[src/hw/rtl/drf_pkg.sv]
// ============================================================================
// drf_pkg - shared types and constants of the dither restore filter
// Field positions, widths, register map and the per-lane vote record.
// ============================================================================
package drf_pkg;

	localparam int CENTER_W       = 8;
	localparam int WORD_W         = 32;
	localparam int FIELD_W        = 5;
	localparam int NEIGHBOR_COUNT = 8;
	localparam int OUT_W          = 10;
	// sum of eight votes in -8..8
	localparam int SUM_W          = 5;

	// 5-bit field positions (lowest bit) in the two neighbor layouts
	localparam int NARROW_RED_LSB   = 11;
	localparam int NARROW_GREEN_LSB = 6;
	localparam int NARROW_BLUE_LSB  = 1;
	localparam int WIDE_RED_LSB     = 27;
	localparam int WIDE_GREEN_LSB   = 19;
	localparam int WIDE_BLUE_LSB    = 11;

	localparam int IN_TDATA_W  = 3 * CENTER_W + NEIGHBOR_COUNT * WORD_W;
	localparam int OUT_TDATA_W = ((3 * OUT_W + 7) / 8) * 8;

	localparam int APB_DATA_W = 32;
	localparam int APB_ADDR_W = 3;
	// register index, taken from the word address bit
	localparam logic REG_WIDE_FORMAT = 1'b0;

	typedef logic signed [1:0] vote_t;

	typedef struct packed {
		vote_t red;
		vote_t green;
		vote_t blue;
	} lane_votes_t;

	typedef struct packed {
		logic [FIELD_W-1:0] red;
		logic [FIELD_W-1:0] green;
		logic [FIELD_W-1:0] blue;
	} center_top_t;

endpackage

[src/hw/rtl/drf_lane.sv]
// ============================================================================
// drf_lane - vote of one neighbor word
// Extract the three 5-bit fields and compare each with the center's top bits.
// ============================================================================
module drf_lane (
	input  logic                          wide_format,
	input  drf_pkg::center_top_t          center_top,
	input  logic [drf_pkg::WORD_W-1:0]    word,
	output drf_pkg::lane_votes_t          votes
);

	logic [drf_pkg::FIELD_W-1:0] red_f;
	logic [drf_pkg::FIELD_W-1:0] green_f;
	logic [drf_pkg::FIELD_W-1:0] blue_f;

	function automatic drf_pkg::vote_t cast_vote(
		input logic [drf_pkg::FIELD_W-1:0] c,
		input logic [drf_pkg::FIELD_W-1:0] n
	);
		drf_pkg::vote_t v;
		if (c < n) begin
			v = 2'sd1;
		end else if (c > n) begin
			v = -2'sd1;
		end else begin
			v = 2'sd0;
		end
		return v;
	endfunction

	// narrow layout only touches bits 15:1, so the upper half drops out by itself
	always_comb begin
		if (wide_format) begin
			red_f   = word[drf_pkg::WIDE_RED_LSB   +: drf_pkg::FIELD_W];
			green_f = word[drf_pkg::WIDE_GREEN_LSB +: drf_pkg::FIELD_W];
			blue_f  = word[drf_pkg::WIDE_BLUE_LSB  +: drf_pkg::FIELD_W];
		end else begin
			red_f   = word[drf_pkg::NARROW_RED_LSB   +: drf_pkg::FIELD_W];
			green_f = word[drf_pkg::NARROW_GREEN_LSB +: drf_pkg::FIELD_W];
			blue_f  = word[drf_pkg::NARROW_BLUE_LSB  +: drf_pkg::FIELD_W];
		end
	end

	assign votes.red   = cast_vote(center_top.red,   red_f);
	assign votes.green = cast_vote(center_top.green, green_f);
	assign votes.blue  = cast_vote(center_top.blue,  blue_f);

endmodule

[src/hw/rtl/drf_merge.sv]
// ============================================================================
// drf_merge - combine lane votes
// Sum the eight votes per channel and add them to the full center value.
// ============================================================================
module drf_merge (
	input  drf_pkg::lane_votes_t            votes [drf_pkg::NEIGHBOR_COUNT],
	input  logic [drf_pkg::CENTER_W-1:0]    center_red,
	input  logic [drf_pkg::CENTER_W-1:0]    center_green,
	input  logic [drf_pkg::CENTER_W-1:0]    center_blue,
	output logic signed [drf_pkg::OUT_W-1:0] restored_red,
	output logic signed [drf_pkg::OUT_W-1:0] restored_green,
	output logic signed [drf_pkg::OUT_W-1:0] restored_blue
);

	logic signed [drf_pkg::SUM_W-1:0] sum_red;
	logic signed [drf_pkg::SUM_W-1:0] sum_green;
	logic signed [drf_pkg::SUM_W-1:0] sum_blue;

	always_comb begin
		sum_red   = '0;
		sum_green = '0;
		sum_blue  = '0;
		for (int i = 0; i < drf_pkg::NEIGHBOR_COUNT; i++) begin
			sum_red   = sum_red   + drf_pkg::SUM_W'(votes[i].red);
			sum_green = sum_green + drf_pkg::SUM_W'(votes[i].green);
			sum_blue  = sum_blue  + drf_pkg::SUM_W'(votes[i].blue);
		end
	end

	// zero-extend the center, sign-extend the sum
	assign restored_red   = $signed(drf_pkg::OUT_W'(center_red))
		+ drf_pkg::OUT_W'(sum_red);
	assign restored_green = $signed(drf_pkg::OUT_W'(center_green))
		+ drf_pkg::OUT_W'(sum_green);
	assign restored_blue  = $signed(drf_pkg::OUT_W'(center_blue))
		+ drf_pkg::OUT_W'(sum_blue);

endmodule

[src/hw/rtl/dither_restore_filter_unit.sv]
// ============================================================================
// dither_restore_filter_unit - 3x3 dither restore vote filter
// Per channel, add one vote per neighbor (+1 above, -1 below the center's
// top five bits) to the 8-bit center value. Results are not clamped.
// ============================================================================
// Usage:
//   Input stream (s_*): one word per pixel carries the three center channels
//   and the eight raw neighbor words fetched by the caller (zero for a fetch
//   outside memory). Output stream (m_*): one word per input word, the three
//   restored channels as 10-bit two's complement values in -8..263.
//   APB port: register 0 (address 0), bit 0 selects the neighbor layout:
//   0 = 16-bit words (fields 15:11, 10:6, 5:1), 1 = 32-bit words (31:27,
//   23:19, 15:11). Write it only while the stream is idle.
//   Pipeline: two register stages; an accepted pixel enters stage 1, then the
//   output register that drives m_tvalid. Throughput: one pixel per cycle
//   while m_tready stays high; eight lanes compare all neighbors at once in
//   stage 1, the merge adder tree in stage 2 fills the output register.
//   Stall: when the receiver holds m_tready low the output register holds its
//   word and stage 1 still takes one more pixel; only with both full does
//   s_tready drop.
//   Reset: clears the pipeline valids and the layout bit (16-bit layout).
// ============================================================================
module dither_restore_filter_unit (
	input  logic                               clk,
	input  logic                               arst_n,
	// APB configuration port
	input  logic                               psel,
	input  logic                               penable,
	input  logic                               pwrite,
	input  logic [drf_pkg::APB_ADDR_W-1:0]     paddr,
	input  logic [drf_pkg::APB_DATA_W-1:0]     pwdata,
	output logic [drf_pkg::APB_DATA_W-1:0]     prdata,
	output logic                               pready,
	// input stream
	input  logic                               s_tvalid,
	output logic                               s_tready,
	// center_red, center_green, center_blue, upper_left_word, upper_word,
	// upper_right_word, left_word, right_word, lower_left_word, lower_word,
	// lower_right_word
	input  logic [drf_pkg::IN_TDATA_W-1:0]     s_tdata,
	// output stream
	output logic                               m_tvalid,
	input  logic                               m_tready,
	// restored_red, restored_green, restored_blue, 2 zero bits
	output logic [drf_pkg::OUT_TDATA_W-1:0]    m_tdata
);

	localparam int CW = drf_pkg::CENTER_W;
	localparam int NC = drf_pkg::NEIGHBOR_COUNT;
	localparam int OW = drf_pkg::OUT_W;

	logic wide_format_q;

	logic cfg_write;
	logic adv_s1;
	logic adv_s2;

	logic valid_s1;
	logic valid_s2;

	logic [CW-1:0] in_red;
	logic [CW-1:0] in_green;
	logic [CW-1:0] in_blue;
	drf_pkg::center_top_t center_top;
	drf_pkg::lane_votes_t lane_votes [NC];

	drf_pkg::lane_votes_t votes_s1 [NC];
	logic [CW-1:0]        red_s1;
	logic [CW-1:0]        green_s1;
	logic [CW-1:0]        blue_s1;

	logic signed [OW-1:0] sum_red;
	logic signed [OW-1:0] sum_green;
	logic signed [OW-1:0] sum_blue;

	logic [drf_pkg::OUT_TDATA_W-1:0] tdata_s2;

	// ---------------- configuration ----------------
	assign pready    = 1'b1;
	assign cfg_write = psel && penable && pwrite && pready;

	always_ff @(posedge clk or negedge arst_n) begin
		if (!arst_n) begin
			wide_format_q <= 1'b0;
		end else if (cfg_write && paddr[2] == drf_pkg::REG_WIDE_FORMAT) begin
			wide_format_q <= pwdata[0];
		end
	end

	// read back the layout bit; other addresses read zero
	always_comb begin
		prdata = '0;
		if (paddr[2] == drf_pkg::REG_WIDE_FORMAT) begin
			prdata[0] = wide_format_q;
		end
	end

	// ---------------- flow control ----------------
	// stage 2 is the output register; stage 1 advances when it is empty or stage 2 frees up
	assign adv_s2   = !valid_s2 || m_tready;
	assign adv_s1   = !valid_s1 || adv_s2;
	assign s_tready = adv_s1;
	assign m_tvalid = valid_s2;
	assign m_tdata  = tdata_s2;

	always_ff @(posedge clk or negedge arst_n) begin
		if (!arst_n) begin
			valid_s1 <= 1'b0;
			valid_s2 <= 1'b0;
		end else begin
			if (adv_s1) begin
				valid_s1 <= s_tvalid;
			end
			if (adv_s2) begin
				valid_s2 <= valid_s1;
			end
		end
	end

	// ---------------- stage 1: neighbor lanes ----------------
	assign in_red   = s_tdata[0*CW +: CW];
	assign in_green = s_tdata[1*CW +: CW];
	assign in_blue  = s_tdata[2*CW +: CW];

	// compare against the top five bits of each center channel
	assign center_top.red   = in_red[CW-1 -: drf_pkg::FIELD_W];
	assign center_top.green = in_green[CW-1 -: drf_pkg::FIELD_W];
	assign center_top.blue  = in_blue[CW-1 -: drf_pkg::FIELD_W];

	for (genvar g = 0; g < NC; g++) begin : g_lane
		drf_lane u_lane (
			.wide_format (wide_format_q),
			.center_top  (center_top),
			.word        (s_tdata[3*CW + g*drf_pkg::WORD_W +: drf_pkg::WORD_W]),
			.votes       (lane_votes[g])
		);
	end

	always_ff @(posedge clk) begin
		if (adv_s1 && s_tvalid) begin
			votes_s1 <= lane_votes;
			red_s1   <= in_red;
			green_s1 <= in_green;
			blue_s1  <= in_blue;
		end
	end

	// ---------------- stage 2: merge ----------------
	drf_merge u_merge (
		.votes          (votes_s1),
		.center_red     (red_s1),
		.center_green   (green_s1),
		.center_blue    (blue_s1),
		.restored_red   (sum_red),
		.restored_green (sum_green),
		.restored_blue  (sum_blue)
	);

	always_ff @(posedge clk) begin
		if (adv_s2 && valid_s1) begin
			tdata_s2 <= drf_pkg::OUT_TDATA_W'({sum_blue, sum_green, sum_red});
		end
	end

	// ---------------- assertions ----------------
	// input only stalls when both stages hold words
	a_stall_only_full: assert property (@(posedge clk) disable iff (!arst_n)
		!s_tready |-> (valid_s1 && valid_s2 && !m_tready))
		else $error("input stalled with room in the pipeline");

	// an accepted word lands in stage 1
	a_accept_to_s1: assert property (@(posedge clk) disable iff (!arst_n)
		(s_tvalid && s_tready) |=> valid_s1)
		else $error("accepted word lost before stage 1");

	// a stage 1 word moves into the output register when it is free
	a_s1_to_s2: assert property (@(posedge clk) disable iff (!arst_n)
		(valid_s1 && adv_s2) |=> valid_s2)
		else $error("stage 1 word lost before output");

	// restored red stays in -8..263
	a_red_range: assert property (@(posedge clk) disable iff (!arst_n)
		valid_s2 |-> ($signed(tdata_s2[OW-1:0]) >= -10'sd8
			&& $signed(tdata_s2[OW-1:0]) <= 10'sd263))
		else $error("restored red out of range");

endmodule

[config.mk]
export PLATFORM = sky130hd
export DESIGN_NAME = dither_restore_filter_unit
export DESIGN_NICKNAME = d
export VERILOG_FILES = /design/src/hw/rtl/drf_pkg.sv /design/src/hw/rtl/drf_lane.sv /design/src/hw/rtl/drf_merge.sv /design/src/hw/rtl/dither_restore_filter_unit.sv
export SDC_FILE = /design/constraint.sdc
export NUM_CORES = 1
export LEC_CHECK = 0
export ABC_AREA = 1
export BUFFER_PORTS_ARGS = -buffer_cell sky130_fd_sc_hd__clkbuf_2
export CORE_AREA = 2 2 150 152
export DETAILED_ROUTE_END_ITERATION = 8
export DIE_AREA = 0 0 152 154
export PLACE_DENSITY = 0.78
export SLEW_MARGIN = 20
export SYNTH_ARGS = -nofsm -noshare
export SYNTH_HDL_FRONTEND = slang
export SYNTH_SLANG_ARGS = --single-unit
[constraint.sdc]
create_clock -name clk -period 12.8 [get_ports clk]
set_clock_uncertainty 0.2 [all_clocks]
set_input_delay 3.2 -clock clk [delete_from_list [all_inputs] [get_ports clk]]
set_output_delay 3.2 -clock clk [all_outputs]
set_load 0.02 [all_outputs]
==> impl_metrics.py, run 1 <==
metrics = {
    "cts": {
        "numClockSinks": 105,
        "clockBufferDepth": 2,
        "postCtsHoldBufs": 0,
        "post_cts_buffers": 0,
        "clk_latency_ps": 360,
        "root_buffer": "clkbuf_16",
        "cts_tree": "yes",
        "post_cts_resized": 0,
        "cts_buffers": 9,
        "cts_max_level": 3,
        "cts.clk_slew.worst_paths_ps": 70,
    },
    "global_routing": {
        "track_usage": 0.228,
        "overflow": 0,
        "grt_pass1_vias": 8187,
        "grt_max_degree": 63,
        "grt_pass1_wl_um": 41500,
        "antenna_found_initial": 1,
    },
    "run": {
        "maxCapViolCount": 0,
    },
    "die": {
        "num_rows": 54,
        "core_um2": 21700,
        "dieWidth_um": 152,
        "start_util": 0.482,
        "die_h_um": 154,
        "dieArea_um2": 23400,
        "ios": 389,
    },
    "placement": {
        "place_inst": 1666,
        "io_buffers": 265,
        "dpl.hpwl_um": 22500,
        "place.gp.congestion": 1.01,
        "place_ws_ps": 5650,
    },
    "synthesis": {
        "synthMuxAreaShare": 0.0670,
        "synth_cells": 1140,
        "synth_compound_area_frac": 0.0677,
        "synth_adder_area_share": 0.284,
        "synth_warnings": 0,
        "synthArstFlopShare": 0.0286,
        "synth_area_um2": 10500,
        "synth-edff-count": 102,
        "yosysSeqAreaShare": 0.300,
        "synth_simple_gate_area_share": 0.171,
        "synth_flop_cell": "edfxtp_1",
        "synth_top_family_by_area": "adder cells",
        "synthXorXnorAreaFrac": 0.0176,
        "synth.avg_cell_area_um2": 9.18,
        "synth_seq_cells": 105,
        "synth_cell_types": 33,
    },
    "sta": {
        "rsz0062_at_grt": "no",
        "setup_viol": 0,
        "worst_slew_pin_slew_ps": 917,
        "hold_viol": 0,
        "setup_ws_ps": 5660,
        "slew-limit-headroom": 0.389,
        "setup-tns-final_ps": 0,
        "slew_viol_final": 0,
        "finalCritPeriodShare": 0.558,
        "max_freq_mhz": 140,
        "fin_crit_ps": 7140,
    },
    "critical_path": {
        "cp.arrival_ps": 3740,
        "critPathCaptureType": "output port",
        "rrSetupSlack_ps": 6910,
        "crit-reg2reg-launch": "votes_s1[33]",
        "path_class": "primary input to output port",
        "cp.required_ps": 9400,
        "cp_max_fo": 3,
        "cp-start-kind": "primary input",
        "worst_r2r_endpoint": "m_tdata[17]",
        "startpoint": "m_tready",
        "rr_worst_depth": 22,
    },
    "worst_hold_path": {
        "hp-start": "valid_s1",
        "hp-class": "flip-flop to flip-flop",
        "hold_path_depth": 2,
        "min_to": "m_tvalid",
    },
    "detailed_routing": {
        "vias": 8561,
        "wirelength_um": 26600,
        "postRouteAntennaNets": 0,
        "dr.pass1.iters": 4,
        "drc": 0,
        "drtIter0Drc": 484,
        "viasPerCell": 5.09,
        "drt-wirelength-per-cell_um": 15.8,
    },
    "finish": {
        "layout_commonest_cell": "nand2_1",
        "synthToLayoutAreaGrowth_pct": 16.9,
        "mostFrequentLayoutCells": "nand2_1 (273), clkbuf_2 (265), ha_1 (156)",
        "nets": 1927,
        "drive_gt1_frac": 0.215,
        "fin_cells": 1683,
        "num-fill-cells": 1920,
    },
    "status": {
        "outcome": "completed",
    },
}
[worst max-delay path by stage]
| stage | to | slack [ps] |
|---|---|---|
| after global placement | s_tready | 5660 |
| after detailed placement | s_tready | 5650 |
| after global routing | s_tready | 5590 |
| final | s_tready | 5660 |
| after CTS | s_tready | 5650 |
| after floorplan | prdata[0] | 5910 |
[metal layers]
| metal | vias up | wire [um] | GRT usage |
|---|---|---|---|
| met5 | - | 0 | 0 |
| met4 | 0 | 891 | 0.0850 |
| met3 | 40 | 1360 | 0.0378 |
| met2 | 284 | 13200 | 0.417 |
| met1 | 3930 | 11100 | 0.269 |
| li1 | 4307 | - | - |
[per-stage QoR]
| stage | hold slack [ps] | area [um2] | utilization |
|---|---|---|---|
| after floorplan | 247 | 10600 | - |
| after global placement | 281 | 11900 | 0.548 |
| after detailed placement | 326 | 11900 | 0.548 |
| after CTS | 343 | 12200 | 0.562 |
| after global routing | 349 | 12200 | 0.564 |
| final | 332 | 12200 | 0.564 |
[sequential cells by signal (all words and copies together) (netlist names)]
register and count:
wide_format_q 1, m_tdata 30, blue_s1 8, m_tvalid 1, valid_s1 1, red_s1 8, green_s1 8, votes_s1 48
[kinds of logic (layout without fill, tap and decap cells)]
group	count (synthesis)	after routing
adder cells (fa/ha/maj)	207	207
multiplexers	70	70
other	2	35
AO/OA/AOI/OAI	125	125
flip-flops	105	105
XOR/XNOR	21	21
AND/OR/NAND/NOR	407	407
buffers and inverters	203	433
[cell usage after synthesis, types with 3 or more instances]
| master | number | area [um2] |
|---|---|---|
| nor3b_1 | 22 | 165 |
| or2_2 | 5 | 31.3 |
| buf_6 | 7 | 78.8 |
| o21ai_0 | 36 | 180 |
| ha_1 | 156 | 1950 |
| buf_2 | 7 | 35.0 |
| nand3_2 | 3 | 30.0 |
| nor2_2 | 3 | 18.8 |
| buf_4 | 37 | 278 |
| inv_1 | 146 | 548 |
| or3_1 | 19 | 119 |
| inv_2 | 3 | 11.3 |
| nand2_2 | 3 | 18.8 |
| nand3_1 | 50 | 250 |
| dfrtp_1 | 3 | 75.1 |
| o21bai_1 | 19 | 143 |
| a21oi_1 | 44 | 220 |
| a31oi_1 | 24 | 150 |
| edfxtp_1 | 102 | 3060 |
| fa_1 | 51 | 1020 |
| xor2_1 | 20 | 175 |
| nor2_1 | 21 | 78.8 |
| mux2i_1 | 70 | 701 |
| nand4_1 | 5 | 31.3 |
| nand2_1 | 273 | 1020 |
[worst max-delay path, stage by stage]
cell      delay (ps)
clkbuf_2          90
inv_1            120
nand3_1          130
clkbuf_2         190
[final cells by class]
class | instances | area [um2] | share of cell area
diodes | 1 | 2.50 | 0.000205
clock inverters | 5 | 80.1 | 0.00655
flip-flops and latches | 105 | 3140 | 0.257
inverters | 150 | 564 | 0.0461
clock buffers | 10 | 229 | 0.0187
repair buffers | 268 | 1370 | 0.112
multi-input cells | 864 | 6490 | 0.531
well taps | 280 | 350 | 0.0287
Power of run 1 is left out: the tool's default activity adds up to more than one toggle a clock period on the data nets, which glitch-free logic cannot reach.
==> run 2: changes to the inputs <==
- CORE_AREA: 2 2 150 152 -> not set
- CORE_MARGIN: not set -> 2
- CORE_UTILIZATION: not set -> 46
- DIE_AREA: 0 0 152 154 -> not set
- clock period: 12.8 -> 6.1 ns (I/O delays scaled with it)
==> run 2 against run 1 <==
Core utilization shrank 1.9 points; register-to-register slack got worse by 6600 ps; sequential share of layout area decreased by 0.086 points; via count is 0.82% lower; die area increased by 2.4%; final cell count is 0.30% higher; flip-flop and latch count did not move; routed wire length down 10%; setup slack lost 5300 ps; worst hold slack got worse by 17 ps.
==> impl_metrics.py, run 2 (synthesis gave the netlist of run 1 again) <==
metrics = {
    "critical_path": {
        "cp_max_fo": 7,
        "cp_common_cell": "nand2_1",
        "rr_worst_depth": 23,
        "cpPeakStageDelay_ps": 580,
        "rrSetupSlack_ps": 320,
        "path_class": "flip-flop to flip-flop",
        "worst_r2r_endpoint": "m_tdata[7]",
        "path_buf_inv": 3,
        "crit_path_cell_trace": "inv_1 > fa_1 > inv_1 > ha_1 > fa_1 > fa_1 > fa_1 > fa_1 > ha_1 > fa_1 > nand2_1 > nand2_1 > nand2_1 > nand2_1 > nand2_1 > nand2_1 > inv_2 > ha_2 > a21oi_1 > nor2_1 > nor2_1 > nand2_1 > xor2_1",
        "cp.arrival_ps": 5690,
        "path_delay_family": "adder cells",
        "cp.required_ps": 6010,
        "crit-reg2reg-launch": "votes_s1[35]",
        "crit_path_top_delay_cell": "fa_1",
        "critPathCaptureType": "flip-flop",
        "cp-start-kind": "flip-flop",
    },
    "sta": {
        "worst_slew_pin_slew_ps": 960,
        "setup_viol": 0,
        "hold_ws_ps": 315,
        "setup-tns-final_ps": 0,
        "slew-limit-headroom": 0.360,
        "finalCritPeriodShare": 0.947,
        "fin_crit_ps": 5780,
        "hold_viol": 0,
        "rsz0062_at_grt": "no",
        "slew_viol_final": 0,
        "max_freq_mhz": 173,
    },
    "die": {
        "num_rows": 55,
        "dieWidth_um": 155,
        "start_util": 0.465,
        "core_um2": 22500,
        "dieArea_um2": 24000,
        "ios": 389,
        "die_h_um": 155,
    },
    "run": {
        "maxCapViolCount": 0,
    },
    "placement": {
        "dpl.hpwl_um": 20100,
        "io_buffers": 265,
        "place_inst": 1672,
        "place.gp.congestion": 0.902,
    },
    "detailed_routing": {
        "postRouteAntennaNets": 0,
        "viasPerCell": 5.03,
        "drtIter0Drc": 388,
        "drt-wirelength-per-cell_um": 14.1,
        "vias": 8491,
        "wirelength_um": 23900,
        "dr.pass1.iters": 5,
        "drc": 0,
    },
    "finish": {
        "drive_gt1_frac": 0.226,
        "fin_cells": 1688,
        "largest_reg_flops": 48,
        "layout_commonest_cell": "nand2_1",
        "nets": 1927,
        "synthToLayoutAreaGrowth_pct": 17.3,
        "finalCoreUtilization": 0.545,
        "mostFrequentLayoutCells": "nand2_1 (272), clkbuf_2 (265), ha_1 (148)",
        "diodes": 0,
        "top_register": "votes_s1",
    },
    "global_routing": {
        "overflow": 0,
        "grt_pass1_vias": 8352,
        "grt_pass1_wl_um": 38300,
        "antenna_found_initial": 0,
        "grt_max_degree": 80,
        "track_usage": 0.200,
    },
    "cts": {
        "numClockSinks": 105,
        "postCtsHoldBufs": 0,
        "clk_latency_ps": 350,
        "cts_tree": "yes",
        "root_buffer": "clkbuf_16",
        "cts_buffers": 9,
        "clockBufferDepth": 2,
        "cts_max_level": 3,
        "cts.clk_slew.worst_paths_ps": 70,
        "post_cts_buffers": 0,
    },
    "worst_hold_path": {
        "min_to": "m_tvalid",
        "hp-start": "valid_s1",
        "hold_path_depth": 2,
        "hp-class": "flip-flop to flip-flop",
    },
    "status": {
        "outcome": "completed",
    },
}
==> run 2: cell types whose count changed in the layout (fill, tap and decap cells not counted), moves of 2 or more <==
cell   delta
ha_2      +6
inv_1     -2
inv_2     +2
ha_4      +2
ha_1      -8
==> run 2: through the flow <==
stage               setup WS, ps  cell area (um2)
floorplan                    684            10600
global placement             364            11900
detailed placement           253            11900
CTS                          231            12200
global route                11.4            12300
finish                       321            12300
==> run 2: cell type report <==
cell class                 instances  area, um2
clock buffer                       9        225
clock inverter                     7       90.1
fill                            2042      10200
inverter                         150        564
multi-input combinational        864       6540
sequential                       105       3140
tap                              285        357
timing repair buffer             268       1350
==> run 2: repair_timing <==
item,CTS,global route
hold endpoints to repair,0,0
setup endpoints to repair,0,10
resized for setup,0,14
==> run 2: worst max path at each step <==
stage | from | end | slack, ps | cells after the start
4_1_cts | votes_s1[35] | m_tdata[7] | 230 | 24
3_3_place_gp | votes_s1[33] | m_tdata[17] | 360 | 22
6_report | votes_s1[35] | m_tdata[7] | 320 | 23
2_1_floorplan | votes_s1[33] | m_tdata[17] | 680 | 22
3_5_place_dp | votes_s1[35] | m_tdata[7] | 250 | 24
5_1_grt | votes_s1[35] | m_tdata[9] | 10 | 28
==> run 2: worst min-delay path, delay by kind of cell, from the launching register on <==
family,cells,cell delay [ps]
AND/OR/NAND/NOR,1,70
buffers and inverters,1,70
flip-flops,1,340
==> run 2: metal layers <==
metal	up-vias	routed length, um	global-route usage
met5	-	0	0
met4	0	641	0.0754
met3	46	1270	0.0244
met2	302	11600	0.362
met1	3837	10400	0.245
li1	4306	-	-
Power of run 2 is left out for the same reason.
